$ cat src/bplr_pkg.sv
// Shared types, constants and helpers for the long-press and repeat detector.
package bplr_pkg;

    // Field widths
    localparam int ADDR_W = 48;
    localparam int TIME_W = 32;
    localparam int CFG_W  = 16;
    localparam int STAT_W = 8;
    localparam int APB_AW = 3;
    localparam int APB_DW = 32;

    // Defaults
    localparam int              DEF_TABLE_DEPTH    = 8;
    localparam logic [CFG_W-1:0] INITIAL_WAIT_RST   = 16'd500;
    localparam logic [CFG_W-1:0] REPEAT_INTERVAL_RST = 16'd100;

    // Register indexes
    localparam logic REG_INITIAL_WAIT    = 1'b0;
    localparam logic REG_REPEAT_INTERVAL = 1'b1;

    // Status byte masks
    localparam logic [STAT_W-1:0] STATUS_B1   = 8'h10;
    localparam logic [STAT_W-1:0] STATUS_B0   = 8'h08;
    localparam logic [STAT_W-1:0] STATUS_A1   = 8'h04;
    localparam logic [STAT_W-1:0] STATUS_PUSH = 8'h01;

    // Action codes
    localparam logic ACT_TELEGRAM = 1'b0;
    localparam logic ACT_TICK     = 1'b1;

    // Event kinds
    localparam logic [1:0] EV_PUSHED = 2'd0;
    localparam logic [1:0] EV_SHORT  = 2'd1;
    localparam logic [1:0] EV_LONG   = 2'd2;
    localparam logic [1:0] EV_REPEAT = 2'd3;

    // Button codes
    localparam logic [1:0] BTN_A0 = 2'd0;
    localparam logic [1:0] BTN_A1 = 2'd1;
    localparam logic [1:0] BTN_B0 = 2'd2;
    localparam logic [1:0] BTN_B1 = 2'd3;

    // One held-table entry as stored in RAM
    typedef struct packed {
        logic [ADDR_W-1:0] address;
        logic [1:0]        button;
        logic [TIME_W-1:0] start;
    } entry_t;

    // Controller to datapath commands
    typedef struct packed {
        logic accept;
        logic idx_clear;
        logic idx_inc;
        logic chk_tel;
        logic chk_rep;
        logic fin_tel;
        logic flush;
    } cmd_t;

    // Datapath to controller status
    typedef struct packed {
        logic item_tick;
        logic tick_scan;
        logic is_tick;
        logic hit;
        logic qualify;
        logic idx_last;
        logic pend_valid;
        logic out_free;
    } stat_t;

    // Configuration write from the bus decode
    typedef struct packed {
        logic             we;
        logic             sel;
        logic [CFG_W-1:0] data;
    } cfg_wr_t;

    // Priority decode: B1, B0, A1, else A0
    function automatic logic [1:0] decode_button(input logic [STAT_W-1:0] status);
        logic [1:0] btn;
        if ((status & STATUS_B1) != '0)
            btn = BTN_B1;
        else if ((status & STATUS_B0) != '0)
            btn = BTN_B0;
        else if ((status & STATUS_A1) != '0)
            btn = BTN_A1;
        else
            btn = BTN_A0;
        return btn;
    endfunction

endpackage

$ cat src/bplr_in_if.sv
// Input channel: switch telegrams and millisecond ticks.
interface bplr_in_if;
    logic                        valid;
    logic                        ready;
    logic                        action;
    logic [bplr_pkg::ADDR_W-1:0] device_address;
    logic [bplr_pkg::STAT_W-1:0] switch_status;

    modport source (output valid, action, device_address, switch_status, input ready);
    modport sink   (input valid, action, device_address, switch_status, output ready);
endinterface

$ cat src/bplr_out_if.sv
// Output channel: button events.
interface bplr_out_if;
    logic                        valid;
    logic                        ready;
    logic [1:0]                  event_kind;
    logic [1:0]                  button;
    logic [bplr_pkg::ADDR_W-1:0] event_address;
    logic                        table_full;
    logic                        last;

    modport source (output valid, event_kind, button, event_address, table_full, last,
                    input ready);
    modport sink   (input valid, event_kind, button, event_address, table_full, last,
                    output ready);
endinterface

$ cat src/bplr_ram.sv
// Generic single-write, single-read RAM with registered read data.
module bplr_ram #(
    parameter int WIDTH = 8,
    parameter int DEPTH = 8
) (
    input  logic                                   clk,
    input  logic                                   we,
    input  logic [(DEPTH > 1 ? $clog2(DEPTH) : 1)-1:0] waddr,
    input  logic [WIDTH-1:0]                       wdata,
    input  logic [(DEPTH > 1 ? $clog2(DEPTH) : 1)-1:0] raddr,
    output logic [WIDTH-1:0]                       rdata
);

    logic [WIDTH-1:0] mem [DEPTH];

    // Write and registered read
    always_ff @(posedge clk)
    begin
        if (we)
        begin
            mem[waddr] <= wdata;
        end
        rdata <= mem[raddr];
    end

endmodule

$ cat src/bplr_ctrl.sv
// Controller state machine: sequences table scans and result hand-off.
module bplr_ctrl (
    input  logic            clk,
    input  logic            rst_n,
    input  logic            in_valid,
    output logic            in_ready,
    input  bplr_pkg::stat_t stat,
    output bplr_pkg::cmd_t  cmd
);

    typedef enum logic [4:0] {
        ST_IDLE  = 5'b00001,
        ST_RD    = 5'b00010,
        ST_CHK   = 5'b00100,
        ST_FIN   = 5'b01000,
        ST_FLUSH = 5'b10000
    } state_t;

    state_t state_reg;
    state_t state_next;
    logic   rep_go;

    // Emitting a held repeat needs the output register
    assign rep_go = !(stat.qualify && stat.pend_valid) || stat.out_free;

    // Next state and commands
    always_comb
    begin
        state_next = state_reg;
        cmd        = '0;
        in_ready   = 1'b0;
        case (state_reg)
            ST_IDLE:
            begin
                in_ready = 1'b1;
                if (in_valid)
                begin
                    cmd.accept = 1'b1;
                    if (!stat.item_tick || stat.tick_scan)
                    begin
                        cmd.idx_clear = 1'b1;
                        state_next    = ST_RD;
                    end
                end
            end
            ST_RD:
            begin
                state_next = ST_CHK;
            end
            ST_CHK:
            begin
                if (!stat.is_tick)
                begin
                    cmd.chk_tel = 1'b1;
                    if (stat.hit || stat.idx_last)
                    begin
                        state_next = ST_FIN;
                    end
                    else
                    begin
                        cmd.idx_inc = 1'b1;
                        state_next  = ST_RD;
                    end
                end
                else if (rep_go)
                begin
                    cmd.chk_rep = 1'b1;
                    if (stat.idx_last)
                    begin
                        state_next = ST_FLUSH;
                    end
                    else
                    begin
                        cmd.idx_inc = 1'b1;
                        state_next  = ST_RD;
                    end
                end
            end
            ST_FIN:
            begin
                if (stat.out_free)
                begin
                    cmd.fin_tel = 1'b1;
                    state_next  = ST_IDLE;
                end
            end
            ST_FLUSH:
            begin
                if (!stat.pend_valid)
                begin
                    state_next = ST_IDLE;
                end
                else if (stat.out_free)
                begin
                    cmd.flush  = 1'b1;
                    state_next = ST_IDLE;
                end
            end
            default:
            begin
                state_next = ST_IDLE;
            end
        endcase
    end

    // State register
    always_ff @(posedge clk or negedge rst_n)
    begin
        if (!rst_n)
        begin
            state_reg <= ST_IDLE;
        end
        else
        begin
            state_reg <= state_next;
        end
    end

endmodule

$ cat src/bplr_dp.sv
// Datapath: time base, held table, entry checks and output register.
module bplr_dp #(
    parameter int TABLE_DEPTH = bplr_pkg::DEF_TABLE_DEPTH
) (
    input  logic                        clk,
    input  logic                        rst_n,
    input  bplr_pkg::cmd_t              cmd,
    output bplr_pkg::stat_t             stat,
    input  bplr_pkg::cfg_wr_t           cfg_wr,
    output logic [bplr_pkg::CFG_W-1:0]  initial_wait_ms,
    output logic [bplr_pkg::CFG_W-1:0]  repeat_interval_ms,
    input  logic                        in_action,
    input  logic [bplr_pkg::ADDR_W-1:0] in_address,
    input  logic [bplr_pkg::STAT_W-1:0] in_status,
    output logic                        out_valid,
    input  logic                        out_ready,
    output logic [1:0]                  out_kind,
    output logic [1:0]                  out_button,
    output logic [bplr_pkg::ADDR_W-1:0] out_address,
    output logic                        out_full,
    output logic                        out_last
);

    localparam int IDX_W   = (TABLE_DEPTH > 1) ? $clog2(TABLE_DEPTH) : 1;
    localparam int ENTRY_W = $bits(bplr_pkg::entry_t);

    // Configuration and time base
    logic [bplr_pkg::CFG_W-1:0]  wait_reg;
    logic [bplr_pkg::CFG_W-1:0]  interval_reg;
    logic [bplr_pkg::TIME_W-1:0] now_reg;
    logic [bplr_pkg::CFG_W-1:0]  count_reg;
    logic [bplr_pkg::CFG_W-1:0]  count_inc;
    logic [bplr_pkg::CFG_W-1:0]  limit;
    logic                        tick_scan;

    // Latched item
    logic                        act_reg;
    logic [bplr_pkg::ADDR_W-1:0] addr_reg;
    logic [bplr_pkg::STAT_W-1:0] status_reg;

    // Scan state
    logic [TABLE_DEPTH-1:0]      valid_reg;
    logic [IDX_W-1:0]            idx_reg;
    logic [IDX_W-1:0]            slot_reg;
    logic                        slot_ok_reg;
    logic                        match_reg;
    logic [bplr_pkg::TIME_W-1:0] start_reg;
    logic                        pend_valid_reg;
    logic [1:0]                  pend_button_reg;
    logic [bplr_pkg::ADDR_W-1:0] pend_addr_reg;

    // RAM
    logic                        ram_we;
    bplr_pkg::entry_t            ram_wentry;
    logic [ENTRY_W-1:0]          ram_rdata;
    bplr_pkg::entry_t            rentry;

    // Output register
    logic                        out_valid_reg;
    logic [1:0]                  out_kind_reg;
    logic [1:0]                  out_button_reg;
    logic [bplr_pkg::ADDR_W-1:0] out_addr_reg;
    logic                        out_full_reg;
    logic                        out_last_reg;
    logic                        out_load;
    logic [1:0]                  out_kind_next;
    logic [1:0]                  out_button_next;
    logic [bplr_pkg::ADDR_W-1:0] out_addr_next;
    logic                        out_full_next;
    logic                        out_last_next;

    // Entry checks
    logic                        cur_valid;
    logic                        hit;
    logic                        qualify;
    logic [bplr_pkg::TIME_W-1:0] elapsed_chk;
    logic [bplr_pkg::TIME_W-1:0] elapsed_fin;
    logic                        is_long;
    logic [1:0]                  tel_button;
    logic                        tel_push;
    logic                        out_free;

    assign initial_wait_ms    = wait_reg;
    assign repeat_interval_ms = interval_reg;

    // Interval counter step; a zero interval scans on every tick
    assign count_inc = count_reg + 1'b1;
    assign limit     = (interval_reg == '0) ? bplr_pkg::CFG_W'(1) : interval_reg;
    assign tick_scan = (count_inc >= limit);

    // Entry under check
    assign rentry      = bplr_pkg::entry_t'(ram_rdata);
    assign cur_valid   = valid_reg[idx_reg];
    assign hit         = cur_valid && (rentry.address == addr_reg);
    assign elapsed_chk = now_reg - rentry.start;
    assign qualify     = act_reg && cur_valid
                         && (elapsed_chk > {{(bplr_pkg::TIME_W-bplr_pkg::CFG_W){1'b0}}, wait_reg});
    assign elapsed_fin = now_reg - start_reg;
    assign is_long     = (elapsed_fin >= {{(bplr_pkg::TIME_W-bplr_pkg::CFG_W){1'b0}}, wait_reg});
    assign tel_button  = bplr_pkg::decode_button(status_reg);
    assign tel_push    = ((status_reg & bplr_pkg::STATUS_PUSH) != '0);
    assign out_free    = !out_valid_reg || out_ready;

    // Status to controller
    always_comb
    begin
        stat            = '0;
        stat.item_tick  = (in_action == bplr_pkg::ACT_TICK);
        stat.tick_scan  = tick_scan;
        stat.is_tick    = (act_reg == bplr_pkg::ACT_TICK);
        stat.hit        = hit;
        stat.qualify    = qualify;
        stat.idx_last   = (idx_reg == IDX_W'(TABLE_DEPTH - 1));
        stat.pend_valid = pend_valid_reg;
        stat.out_free   = out_free;
    end

    // Table write on a tracked push
    assign ram_we             = cmd.fin_tel && tel_push && slot_ok_reg;
    assign ram_wentry.address = addr_reg;
    assign ram_wentry.button  = tel_button;
    assign ram_wentry.start   = now_reg;

    bplr_ram #(
        .WIDTH (ENTRY_W),
        .DEPTH (TABLE_DEPTH)
    ) u_table (
        .clk   (clk),
        .we    (ram_we),
        .waddr (slot_reg),
        .wdata (ram_wentry),
        .raddr (idx_reg),
        .rdata (ram_rdata)
    );

    // Select the word to load into the output register
    always_comb
    begin
        out_load        = 1'b0;
        out_kind_next   = out_kind_reg;
        out_button_next = out_button_reg;
        out_addr_next   = out_addr_reg;
        out_full_next   = out_full_reg;
        out_last_next   = out_last_reg;
        if (cmd.fin_tel)
        begin
            out_load        = 1'b1;
            out_button_next = tel_button;
            out_addr_next   = addr_reg;
            out_last_next   = 1'b1;
            if (tel_push)
            begin
                out_kind_next = bplr_pkg::EV_PUSHED;
                out_full_next = !slot_ok_reg;
            end
            else
            begin
                out_kind_next = (match_reg && is_long) ? bplr_pkg::EV_LONG : bplr_pkg::EV_SHORT;
                out_full_next = 1'b0;
            end
        end
        else if ((cmd.chk_rep && qualify && pend_valid_reg) || cmd.flush)
        begin
            out_load        = 1'b1;
            out_kind_next   = bplr_pkg::EV_REPEAT;
            out_button_next = pend_button_reg;
            out_addr_next   = pend_addr_reg;
            out_full_next   = 1'b0;
            out_last_next   = cmd.flush;
        end
    end

    // Control registers
    always_ff @(posedge clk or negedge rst_n)
    begin
        if (!rst_n)
        begin
            wait_reg       <= bplr_pkg::INITIAL_WAIT_RST;
            interval_reg   <= bplr_pkg::REPEAT_INTERVAL_RST;
            now_reg        <= '0;
            count_reg      <= '0;
            valid_reg      <= '0;
            idx_reg        <= '0;
            slot_ok_reg    <= 1'b0;
            match_reg      <= 1'b0;
            pend_valid_reg <= 1'b0;
            out_valid_reg  <= 1'b0;
            act_reg        <= bplr_pkg::ACT_TELEGRAM;
        end
        else
        begin
            // Configuration writes
            if (cfg_wr.we && cfg_wr.sel == bplr_pkg::REG_INITIAL_WAIT)
            begin
                wait_reg <= cfg_wr.data;
            end
            if (cfg_wr.we && cfg_wr.sel == bplr_pkg::REG_REPEAT_INTERVAL)
            begin
                interval_reg <= cfg_wr.data;
            end

            // Accept an item; a tick advances time first
            if (cmd.accept)
            begin
                act_reg        <= in_action;
                slot_ok_reg    <= 1'b0;
                match_reg      <= 1'b0;
                pend_valid_reg <= 1'b0;
                if (in_action == bplr_pkg::ACT_TICK)
                begin
                    now_reg   <= now_reg + 1'b1;
                    count_reg <= tick_scan ? '0 : count_inc;
                end
            end

            // Advance the scan index
            if (cmd.idx_clear)
            begin
                idx_reg <= '0;
            end
            else if (cmd.idx_inc)
            begin
                idx_reg <= idx_reg + 1'b1;
            end

            // Telegram check: a match wins over the first free slot
            if (cmd.chk_tel)
            begin
                if (hit)
                begin
                    match_reg   <= 1'b1;
                    slot_ok_reg <= 1'b1;
                end
                else if (!slot_ok_reg && !cur_valid)
                begin
                    slot_ok_reg <= 1'b1;
                end
            end

            // Hold a qualifying repeat until the next one or the end
            if (cmd.chk_rep && qualify)
            begin
                pend_valid_reg <= 1'b1;
            end
            if (cmd.flush)
            begin
                pend_valid_reg <= 1'b0;
            end

            // Update the held flags
            if (cmd.fin_tel && slot_ok_reg)
            begin
                if (tel_push)
                begin
                    valid_reg[slot_reg] <= 1'b1;
                end
                else if (match_reg)
                begin
                    valid_reg[slot_reg] <= 1'b0;
                end
            end

            // Output word valid
            if (out_load)
            begin
                out_valid_reg <= 1'b1;
            end
            else if (out_ready)
            begin
                out_valid_reg <= 1'b0;
            end
        end
    end

    // Payload registers
    always_ff @(posedge clk)
    begin
        if (cmd.accept)
        begin
            addr_reg   <= in_address;
            status_reg <= in_status;
        end
        if (cmd.chk_tel && (hit || (!slot_ok_reg && !cur_valid)))
        begin
            slot_reg <= idx_reg;
        end
        if (cmd.chk_tel && hit)
        begin
            start_reg <= rentry.start;
        end
        if (cmd.chk_rep && qualify)
        begin
            pend_button_reg <= rentry.button;
            pend_addr_reg   <= rentry.address;
        end
        if (out_load)
        begin
            out_kind_reg   <= out_kind_next;
            out_button_reg <= out_button_next;
            out_addr_reg   <= out_addr_next;
            out_full_reg   <= out_full_next;
            out_last_reg   <= out_last_next;
        end
    end

    assign out_valid   = out_valid_reg;
    assign out_kind    = out_kind_reg;
    assign out_button  = out_button_reg;
    assign out_address = out_addr_reg;
    assign out_full    = out_full_reg;
    assign out_last    = out_last_reg;

endmodule

$ cat src/button_press_long_release_repeat.sv
// Top level of the long-press and auto-repeat detector.
//
//   channel    | direction | handshake        | word
//   item_in    | in        | valid/ready      | action, device_address, switch_status
//   event_out  | out       | valid/ready      | event_kind, button, event_address,
//              |           |                  | table_full, last
//   apb        | in        | psel/penable     | two 16-bit registers at 0x0 and 0x4
//
// A telegram searches the held table, which sits in a RAM with one read port: each
// entry is read in ST_RD and checked in ST_CHK, and the search stops on an address
// match. A tick without a scan is taken in ST_IDLE alone; a scanning tick reads every
// entry and ends in ST_FLUSH. A stalled output holds the scan while a repeat word waits.
// Reset clears time, interval count and all held flags; there is no clearing pass.
module button_press_long_release_repeat #(
    parameter int TABLE_DEPTH = bplr_pkg::DEF_TABLE_DEPTH
) (
    input  logic                         clk,
    input  logic                         rst_n,
    bplr_in_if.sink                      item_in,
    bplr_out_if.source                   event_out,
    input  logic                         psel,
    input  logic                         penable,
    input  logic                         pwrite,
    input  logic [bplr_pkg::APB_AW-1:0]  paddr,
    input  logic [bplr_pkg::APB_DW-1:0]  pwdata,
    output logic [bplr_pkg::APB_DW-1:0]  prdata,
    output logic                         pready
);

    bplr_pkg::cmd_t             cmd;
    bplr_pkg::stat_t            stat;
    bplr_pkg::cfg_wr_t          cfg_wr;
    logic [bplr_pkg::CFG_W-1:0] initial_wait_ms;
    logic [bplr_pkg::CFG_W-1:0] repeat_interval_ms;

    // Decode register writes
    assign pready      = 1'b1;
    assign cfg_wr.we   = psel && penable && pwrite && pready;
    assign cfg_wr.sel  = paddr[2];
    assign cfg_wr.data = pwdata[bplr_pkg::CFG_W-1:0];

    // Read back
    always_comb
    begin
        case (paddr[2])
            bplr_pkg::REG_INITIAL_WAIT:
                prdata = bplr_pkg::APB_DW'(initial_wait_ms);
            bplr_pkg::REG_REPEAT_INTERVAL:
                prdata = bplr_pkg::APB_DW'(repeat_interval_ms);
            default:
                prdata = '0;
        endcase
    end

    bplr_ctrl u_ctrl (
        .clk      (clk),
        .rst_n    (rst_n),
        .in_valid (item_in.valid),
        .in_ready (item_in.ready),
        .stat     (stat),
        .cmd      (cmd)
    );

    bplr_dp #(
        .TABLE_DEPTH (TABLE_DEPTH)
    ) u_dp (
        .clk                (clk),
        .rst_n              (rst_n),
        .cmd                (cmd),
        .stat               (stat),
        .cfg_wr             (cfg_wr),
        .initial_wait_ms    (initial_wait_ms),
        .repeat_interval_ms (repeat_interval_ms),
        .in_action          (item_in.action),
        .in_address         (item_in.device_address),
        .in_status          (item_in.switch_status),
        .out_valid          (event_out.valid),
        .out_ready          (event_out.ready),
        .out_kind           (event_out.event_kind),
        .out_button         (event_out.button),
        .out_address        (event_out.event_address),
        .out_full           (event_out.table_full),
        .out_last           (event_out.last)
    );

endmodule

$ cat src/flat_wrapper.sv
// flat-port wrapper written by rule: the top's interface ports become plain ports
module button_press_long_release_repeat_flat 
#(
    parameter int TABLE_DEPTH = bplr_pkg::DEF_TABLE_DEPTH
)
  (clk, rst_n, psel, penable, pwrite, paddr, pwdata, prdata, pready, item_in_valid, item_in_action, item_in_device_address, item_in_switch_status, item_in_ready, event_out_valid, event_out_event_kind, event_out_button, event_out_event_address, event_out_table_full, event_out_last, event_out_ready);
  bplr_in_if item_in_i ();
  bplr_out_if event_out_i ();
  input  logic clk;
  input  logic rst_n;
  input  logic psel;
  input  logic penable;
  input  logic pwrite;
  input  logic [bplr_pkg::APB_AW-1:0] paddr;
  input  logic [bplr_pkg::APB_DW-1:0] pwdata;
  output logic [bplr_pkg::APB_DW-1:0] prdata;
  output logic pready;
  input wire logic [$bits(item_in_i.valid)-1:0] item_in_valid;
  input wire logic [$bits(item_in_i.action)-1:0] item_in_action;
  input wire logic [$bits(item_in_i.device_address)-1:0] item_in_device_address;
  input wire logic [$bits(item_in_i.switch_status)-1:0] item_in_switch_status;
  output wire logic [$bits(item_in_i.ready)-1:0] item_in_ready;
  output wire logic [$bits(event_out_i.valid)-1:0] event_out_valid;
  output wire logic [$bits(event_out_i.event_kind)-1:0] event_out_event_kind;
  output wire logic [$bits(event_out_i.button)-1:0] event_out_button;
  output wire logic [$bits(event_out_i.event_address)-1:0] event_out_event_address;
  output wire logic [$bits(event_out_i.table_full)-1:0] event_out_table_full;
  output wire logic [$bits(event_out_i.last)-1:0] event_out_last;
  input wire logic [$bits(event_out_i.ready)-1:0] event_out_ready;
  assign item_in_i.valid = item_in_valid;
  assign item_in_i.action = item_in_action;
  assign item_in_i.device_address = item_in_device_address;
  assign item_in_i.switch_status = item_in_switch_status;
  assign item_in_ready = item_in_i.ready;
  assign event_out_valid = event_out_i.valid;
  assign event_out_event_kind = event_out_i.event_kind;
  assign event_out_button = event_out_i.button;
  assign event_out_event_address = event_out_i.event_address;
  assign event_out_table_full = event_out_i.table_full;
  assign event_out_last = event_out_i.last;
  assign event_out_i.ready = event_out_ready;
  button_press_long_release_repeat #(.TABLE_DEPTH(TABLE_DEPTH)) u_core (.clk(clk), .rst_n(rst_n), .item_in(item_in_i), .event_out(event_out_i), .psel(psel), .penable(penable), .pwrite(pwrite), .paddr(paddr), .pwdata(pwdata), .prdata(prdata), .pready(pready));
endmodule
$ cat config.mk
export PLATFORM = sky130hd
export DESIGN_NAME = button_press_long_release_repeat_flat
export DESIGN_NICKNAME = d
export VERILOG_FILES = /design/src/bplr_pkg.sv /design/src/bplr_in_if.sv /design/src/bplr_out_if.sv /design/src/bplr_ram.sv /design/src/bplr_ctrl.sv /design/src/bplr_dp.sv /design/src/button_press_long_release_repeat.sv /design/src/flat_wrapper.sv
export SDC_FILE = /design/constraint.sdc
export NUM_CORES = 1
export LEC_CHECK = 0
export BUFFER_PORTS_ARGS = -buffer_cell sky130_fd_sc_hd__buf_2
export CAP_MARGIN = 20
export CORE_AREA = 5 5 343 345
export DETAILED_ROUTE_END_ITERATION = 10
export DIE_AREA = 0 0 348 350
export SLEW_MARGIN = 20
export SYNTH_ARGS = -nofsm -noshare
export SYNTH_HDL_FRONTEND = slang
export SYNTH_SLANG_ARGS = --single-unit
$ cat constraint.sdc
create_clock -name clk -period 10.26 [get_ports clk]
set_input_delay 0.513 -clock clk [delete_from_list [all_inputs] [get_ports clk]]
set_output_delay 0.513 -clock clk [all_outputs]
set_load 0.02 [all_outputs]
==> run_results.csv, run 1 <==
group,metric,value,unit
setup_path,critical_path_class,"flip-flop to flip-flop",
logic_synthesis,synth_edf_count,847,
floorplanning,io-pin-count,188,
floorplanning,dieWidth,348,µm
logic_synthesis,async_flop_share,9.81,%
logic_synthesis,synthesis.instances,2692,
setup_path,slowest_stage,"a2111oi_0",
logic_synthesis,syn_area_per_cell,16.0,µm²
finish,top_register,"u_core.u_dp.u_table.mem",
logic_synthesis,synth_seq_cells,1030,
global_routing,grt_pass1_vias,23737,
sta,rsz0062_at_grt,"false",
global_routing,track_usage,16.2,%
global_routing,grt_overflow,0,
sta,whs,64.4,ps
setup_path,critical_path.max_fanout,48,
finish,final_nets,3158,
clocking,cts_num_sinks,1030,
drt,via_count,23698,
drt,first_pass_iters,5,
sta,fin_skew,59.2,ps
pwr,ir_worst_vdd,0.176,mV
global_routing,grt_first_pass_wirelength,150,mm
setup_path,cp-start-kind,"flip-flop",
setup_path,crit_chain,"ha_1 > nand3_1 > a2111oi_0 > o2111ai_1 > and3_1 > o21ai_0 > xor2_1 > ha_1 > nand4_1 > or4_1 > nand2_1 > nand3_1 > or4_4 > nor4_4 > nor3_1 > a31o_4 > buf_4",
pwr,total_power,9.30,mW
setup_path,critical_path_required,10590,ps
finish,top_regs,"u_core.u_dp.u_table.mem: 656 flops, u_core.u_dp.u_table.rdata: 82 flops",
drt,first_iter_violations,1953,
clocking,clkTransAtPathRegs,60,ps
sta,hold_viol,0,
floorplanning,floorplan.initialDensity,37.8,%
floorplanning,die-area,0.122,mm²
sta,fmax,151,MHz
logic_synthesis,synth_cell_type_count,78,
sta,relSlewSlack,26.5,%
flow_run,max-cap-violations,0,
floorplanning,die_h,350,µm
place,place_hpwl,60.4,mm
clocking,htree_num_levels,3,
floorplanning,num_rows,124,
clocking,cts_buffers,105,
drt,drt-wirelength-per-cell,22.0,µm
setup_path,crit_buf_inv,1,
logic_synthesis,synth_area_leader_cell,"edfxtp_1",
drt,final_antenna_net_count,0,
logic_synthesis,synth_area,0.0430,mm²
pwr,power_density,187,mW/mm²
clocking,cts_tree,"done",
sta,period_share,64.6,%
clocking,post_cts_buffers,0,
place,globalplace.congestion,0.856,
run_status,status,"finished, final reports clean",
drt,vias_per_cell,5.21,
drt,drc,0,
global_routing,antenna_found_initial,2,
logic_synthesis,ys_seq_area_share,68.9,%
pwr,leakage,17.9,nW
finish,largest_reg_flops,656,
place,placed_cells,4300,
finish,area_growth,15.4,%
clocking,clockRootBuffer,"clkbuf_16",
setup_path,max_stage_delay,860,ps
sta,worst_pin_slew,1070,ps
setup_path,end_kind,"flip-flop",
sta,slew_viol_final,0,
sta,min_period,6630,ps
floorplanning,fp.coreArea,0.114,mm²
global_routing,grt_max_degree,114,
logic_synthesis,synth_flop_cell,"edfxtp_1",
clocking,cts_buffer_depth,3,
logic_synthesis,yosysWarnings,0,
sta,final-setup-viol-count,0,
setup_path,crit_family,"simple AND/OR/NAND/NOR gates",
clocking,clock_latency,690,ps
place,io_buffer_count,148,
finish,final.fill_count,10146,
setup_path,worst_ep_arrival_time,6960,ps
logic_synthesis,synthDominantCellAreaShare,59.1,%
logic_synthesis,synthTopCellsByArea,"edfxtp_1 (59%), mux4_2 (8.7%), dfrtp_1 (5.3%), dfxtp_1 (3.8%), ha_1 (3.3%)",
finish,fin_util,43.6,%
sta,tns,0,ps
finish,drive_gt1_share,21.3,%
finish,final_cells,4549,
drt,wl,100,mm
hold_path,worstHoldPathType,"input port to flip-flop",
## repair_timing
item                                   4_1_cts  5_1_grt
hold buffers                                48        0
endpoints found under the hold margin       89        0
resized for setup                            0        0
## through the flow
step	instance area [µm²]	setup WS, ps
2_1_floorplan	43100	608
3_3_place_gp	45600	3640
3_5_place_dp	45600	3570
4_1_cts	49600	3610
5_1_grt	49600	3260
6_report	49600	3630
## worst reg2reg max path: stages, from the launching register on
cell	delay [ps]
dfrtp_1	550
ha_1	500
nand3_1	140
a2111oi_0	860
o2111ai_1	400
and3_1	340
o21ai_0	220
xor2_1	100
ha_1	300
nand4_1	130
or4_1	490
nand2_1	140
nand3_1	90
or4_4	430
nor4_4	540
nor3_1	220
a31o_4	390
buf_4	410
## synth_stat cells (15+ instances only)
master / instances
inv_1: 128
and3_1: 20
o21ai_0: 97
nor3_1: 24
nand2b_1: 23
nor2b_1: 15
dfxtp_1: 82
nand2_1: 267
edfxtp_1: 847
dfrtp_1: 91
xor2_1: 75
mux2_2: 118
nor4_1: 20
ha_1: 114
buf_4: 17
nand3_1: 50
mux4_2: 166
a21oi_1: 84
a21o_1: 28
clkbuf_1: 69
nor2_1: 71
xnor2_1: 54
nand4_1: 22
## cells by family after synthesis
family	count (synthesis)	synth area share (%)
and+or+nand+nor	560	6.09
DFF	1030	68.9
adders and majority gates	116	3.41
AOI/OAI and AO/OA	332	4.82
muxes	294	12.0
buffers and inverters	229	2.16
xor gates and xnor gates	129	2.63
other	2	0.0175
## cells in the final DEF, fill, tap and decap left out, drive strengths merged, types with 22 or more instances in the layout
cell type    synthesis  layout
dfxtp               82      82
nand4               22      22
nand2b              23      23
xor2                75      75
nor2                71      71
edfxtp             847     847
mux2               119     119
a21oi               85      85
nand2              267     267
dfrtp               91      91
dlygate4sd3          0      48
ha                 114     114
xnor2               54      54
clkbuf              69     172
nor3                24      24
a21o                28      28
mux4               166     166
o21ai              110     110
nand3               50      50
inv                129     132
buf                 31     181
## final cells by class
type,instances,area (µm²),area share [%]
sequential,1030,29600,59.7
multi-input combinational,1448,12600,25.4
clock inverter,28,377,0.759
timing repair buffer,229,1480,2.99
tap,1512,1890,3.81
antenna,1,2.50,0.00504
inverter,129,485,0.978
clock buffer,172,3140,6.33
## metal layers
metal  part of all wire (%)  global-route usage (%)  vias to the layer above
met5                      0                       0                        -
met2                     46                    25.3                      673
met3                    6.1                    2.97                      126
met4                    1.9                    3.80                        0
li1                       -                       -                    10787
met1                     46                    23.7                    12112
## where the power goes
group	total, mW	switching [mW]	internal (mW)
Clock	3.84	1.59	2.25
Combinational	0.694	0.385	0.309
Sequential	4.77	0.138	4.63
## path summary, 6_finish.rpt
check                                                            from                                       end  slack [ps]  depth (start not counted)
worst max-delay path               u_core.u_dp.now_reg[6]$_DFFE_PN0P_      u_core.u_dp.out_address[1]$_DFFE_PP_        3630                         17
worst min-delay path                       item_in_device_address[42]        u_core.u_dp.addr_reg[42]$_DFFE_PP_          60                          1
worst max register to register     u_core.u_dp.now_reg[6]$_DFFE_PN0P_      u_core.u_dp.out_address[1]$_DFFE_PP_        3630                         17
worst min register to register  u_core.u_dp.u_table.rdata[33]$_DFF_P_  u_core.u_dp.pend_button_reg[1]$_DFFE_PP_         400                          0
max in group asynchronous                                       rst_n     u_core.u_dp.count_reg[11]$_DFFE_PN0P_        8590                          3
min in group asynchronous                                       rst_n    u_core.u_ctrl.state_reg[2]$_DFFE_PN0P_         410                          2
Note: power is estimated with default switching activity, not from simulation.
==> run 2, diff against run 1 <==
--- a/config.mk
+++ b/config.mk
@@ -5,11 +5,12 @@
 export SDC_FILE = /design/constraint.sdc
 export NUM_CORES = 1
 export LEC_CHECK = 0
+export ABC_AREA = 1
 export BUFFER_PORTS_ARGS = -buffer_cell sky130_fd_sc_hd__buf_2
 export CAP_MARGIN = 20
-export CORE_AREA = 5 5 343 345
+export CORE_AREA = 5 5 350 352
 export DETAILED_ROUTE_END_ITERATION = 10
-export DIE_AREA = 0 0 348 350
+export DIE_AREA = 0 0 355 357
 export SLEW_MARGIN = 20
 export SYNTH_ARGS = -nofsm -noshare
 export SYNTH_HDL_FRONTEND = slang
==> constraint.sdc (replaced) <==
create_clock -name clk -period 6.2 [get_ports clk]
set_input_delay 0.31 -clock clk [delete_from_list [all_inputs] [get_ports clk]]
set_output_delay 0.31 -clock clk [all_outputs]
set_load 0.02 [all_outputs]
==> run 2 against run 1 <==
Sequential cell count unchanged; combinational power grew to 5.7 times the previous value; final cell count up 34%; worst setup slack got worse by 2500 ps; critical endpoint is now u_core.u_dp.out_button[1]$_DFFE_PP_.
==> run_results.csv, run 2 <==
group,metric,value,unit
drt,wl_met2,53.5,mm
drt,first_pass_iters,6,
clocking,cts_tree,"done",
logic_synthesis,syn_area_per_cell,10.6,µm²
sta,whs,65.3,ps
global_routing,grt_overflow,0,
logic_synthesis,synth_compound_area_share,8.69,%
sta,rsz0062_at_grt,"false",
floorplanning,dieWidth,355,µm
finish,top_regs,"u_core.u_dp.u_table.mem: 656 flops, u_core.u_dp.u_table.rdata: 82 flops",
setup_path,slowest_stage,"nand3_4",
floorplanning,num_rows,127,
logic_synthesis,ys_seq_area_share,65.9,%
global_routing,grt_pass1_vias,29608,
setup_path,critical_path.max_fanout,47,
drt,drc,0,
setup_path,critical_path_class,"flip-flop to flip-flop",
logic_synthesis,synthXorXnorAreaFrac,2.08,%
logic_synthesis,synthDominantCellAreaShare,56.6,%
sta,slew_viol_final,0,
logic_synthesis,synth_flop_cell,"edfxtp_1",
logic_synthesis,synth_cell_type_count,51,
drt,wl,116,mm
setup_path,timing.rr.end,"u_core.u_dp.out_button[1]$_DFFE_PP_",
sta,worst_pin_slew,1130,ps
sta,tns,0,ps
floorplanning,die-area,0.127,mm²
logic_synthesis,yosysWarnings,0,
drt,first_iter_violations,2531,
clocking,clock_latency,750,ps
drt,drt-wirelength-per-cell,19.1,µm
global_routing,grt_first_pass_wirelength,177,mm
pwr,ir_worst_vdd,0.290,mV
logic_synthesis,synthTopCellsByArea,"edfxtp_1 (57%), nor2_1 (6.4%), nand2_1 (5.8%), dfrtp_1 (5.1%), o21ai_0 (5.0%)",
setup_path,end_kind,"flip-flop",
logic_synthesis,yosys-top-cells-count,"edfxtp_1 (847), nor2_1 (761), nand2_1 (699)",
floorplanning,die_h,357,µm
finish,drive_gt1_share,8.31,%
clocking,cts_num_sinks,1030,
logic_synthesis,synth_adder_area_share,3.26,%
finish,multi_input_area,0.0133,mm²
finish,seq_area,0.0296,mm²
hold_path,min_to,"u_core.u_ctrl.state_reg[0]$_DFFE_PN1P_",
global_routing,grt_max_degree,203,
logic_synthesis,synthesis.instances,4237,
clocking,cts-resized-gates,0,
global_routing,antenna_found_initial,3,
setup_path,critical_path_required,6630,ps
logic_synthesis,synth-simple-area-share,15.1,%
hold_path,worstHoldPathCells,3,
sta,final-setup-viol-count,0,
setup_path,reg2reg_depth,24,
setup_path,cp_common_cell,"nand2_1",
sta,hold_viol,0,
logic_synthesis,synth_edf_count,847,
pwr,power_density,367,mW/mm²
logic_synthesis,synth_area,0.0450,mm²
finish,final_common_cell,"edfxtp_1",
logic_synthesis,synth_area_leader_cell,"edfxtp_1",
drt,wl_met3,5.75,mm
logic_synthesis,synth_top_family_by_area,"simple AND/OR/NAND/NOR gates",
clocking,clockRootBuffer,"clkbuf_16",
finish,diodes,0,
drt,highest_layer,"met5",
drt,final_antenna_net_count,0,
finish,largest_reg_flops,656,
floorplanning,io-pin-count,188,
drt,vias_per_cell,5.08,
place,io_buffer_count,148,
logic_synthesis,synth_most_common_cell,"edfxtp_1",
setup_path,worst_ep_arrival_time,5480,ps
clocking,htree_num_levels,3,
clocking,cts_buffers,106,
setup_path,cp-start-kind,"flip-flop",
global_routing,track_usage,18.0,%
clocking,cts_buffer_depth,3,
setup_path,crit_chain,"inv_1 > ha_1 > fa_1 > inv_1 > nand3_1 > nand2_1 > nand2_1 > nand2_1 > nand2_1 > nand2_1 > xor2_1 > ha_1 > nand4_1 > nor2_1 > nand4_1 > nand2_1 > nand3_1 > nor2_1 > nand2_1 > nor2_1 > nand2_1 > nand4_1 > nand3_4 > buf_4",
run_status,status,"finished, final reports clean",
flow_run,max-cap-violations,0,
drt,via_count,30895,
sta,fin_skew,78.4,ps
sta,relSlewSlack,24.2,%
hold_path,worstHoldPathType,"input port to flip-flop",
finish,top_register,"u_core.u_dp.u_table.mem",
setup_path,r2r_slack,1150,ps
setup_path,max_stage_delay,650,ps
place,place_hpwl,70.7,mm
drt,drt-met1-wl,53.6,mm
logic_synthesis,async_flop_share,9.81,%
finish,final_cell_mix,"edfxtp_1 (847), nor2_1 (753), nand2_1 (698)",
sta,fmax,198,MHz
floorplanning,floorplan.initialDensity,37.8,%
floorplanning,fp.coreArea,0.119,mm²
place,globalplace.congestion,0.936,
clocking,clkTransAtPathRegs,60,ps
setup_path,r2r_start,"u_core.u_dp.now_reg[0]$_DFFE_PN0P_",
pwr,leakage,20.6,nW
finish,area_growth,14.8,%
finish,final_nets,4656,
sta,period_share,81.4,%
logic_synthesis,synth_seq_cells,1030,
hold_path,worstHoldStart,"item_in_valid",
finish,final.fill_count,11123,
logic_synthesis,synthMuxAreaShare,0.0223,%
sta,min_period,5050,ps
## run 2: cell types whose count changed after synthesis, moves of 60 or more
cell	previous run	this run
a31oi_1	10	85
clkbuf_1	69	129
inv_1	128	400
mux2_2	118	0
mux4_2	166	0
nand2_1	267	699
nor2_1	71	761
o21ai_0	97	445
o22ai_1	7	95
## run 2: worst max path at each step
stage / from / endpoint / slack [ps] / cells past startpoint
2_1_floorplan: u_core.u_ctrl.state_reg[4]$_DFFE_PN0P_ / u_core.u_dp.u_table.mem[0][0]$_DFFE_PP_ / 820 / 8
3_3_place_gp: u_core.u_dp.now_reg[0]$_DFFE_PN0P_ / u_core.u_dp.out_button[0]$_DFFE_PP_ / 1130 / 25
3_5_place_dp: u_core.u_dp.now_reg[0]$_DFFE_PN0P_ / u_core.u_dp.out_button[0]$_DFFE_PP_ / 1070 / 24
4_1_cts: u_core.u_dp.now_reg[0]$_DFFE_PN0P_ / u_core.u_dp.out_button[1]$_DFFE_PP_ / 1030 / 24
5_1_grt: u_core.u_dp.now_reg[0]$_DFFE_PN0P_ / u_core.u_dp.out_address[6]$_DFFE_PP_ / 630 / 24
6_report: u_core.u_dp.now_reg[0]$_DFFE_PN0P_ / u_core.u_dp.out_button[1]$_DFFE_PP_ / 1150 / 24
## run 2: layout make-up
cell class                 count  area share [%]
sequential                  1030            57.4
tap                         1548            3.75
clock inverter                50            1.02
clock buffer                 152            5.75
inverter                     403            2.97
timing repair buffer         248            3.44
multi-input combinational   2652            25.7
## run 2: cell families (layout without fill, tap and decap cells)
family	count (synthesis)	in the layout
other	2	17
and+or+nand+nor	1687	1687
buffers and inverters	570	853
muxes	1	1
DFF	1030	1030
AOI/OAI and AO/OA	724	724
adders and majority gates	116	116
xor gates and xnor gates	107	107
## run 2: critical path: cells and delay by family, from the launching register on
family,cells,cell delay [ps]
and+or+nand+nor,17,2430
xor gates and xnor gates,1,80
DFF,1,520
adders and majority gates,3,990
buffers and inverters,3,760
## run 2: power breakdown
group          switching, mW  internal [mW]
Clock                   2.71           3.54
Sequential             0.567           8.12
Combinational           2.70           1.29
Total                   5.98           13.0
## run 2: layer usage
| metal | up-vias | track usage, % |
|---|---|---|
| met2 | 834 | 29.3 |
| met1 | 15013 | 25.2 |
| met3 | 167 | 2.18 |
| li1 | 14879 | - |
| met4 | 2 | 5.71 |
| met5 | - | 0 |
## run 2: repair_timing
action                    4_1_cts  5_1_grt
hold endpoints to repair      128        0
hold buffers                   70        0
buffers inserted                0        0
## run 2: stage by stage
step / cells / power [mW] / util (%) / instance area [µm²] / setup slack, ps
floorplan: 4252 / 11.5 / - / 45000 / 819
global placement: 5810 / 12.7 / 39.8 / 47400 / 1130
detailed placement: 5810 / 12.8 / 39.8 / 47400 / 1070
CTS: 6082 / 19.1 / 43.4 / 51600 / 1030
global route: 6083 / 20.0 / 43.4 / 51600 / 633
finish: 6083 / 18.9 / 43.4 / 51600 / 1150
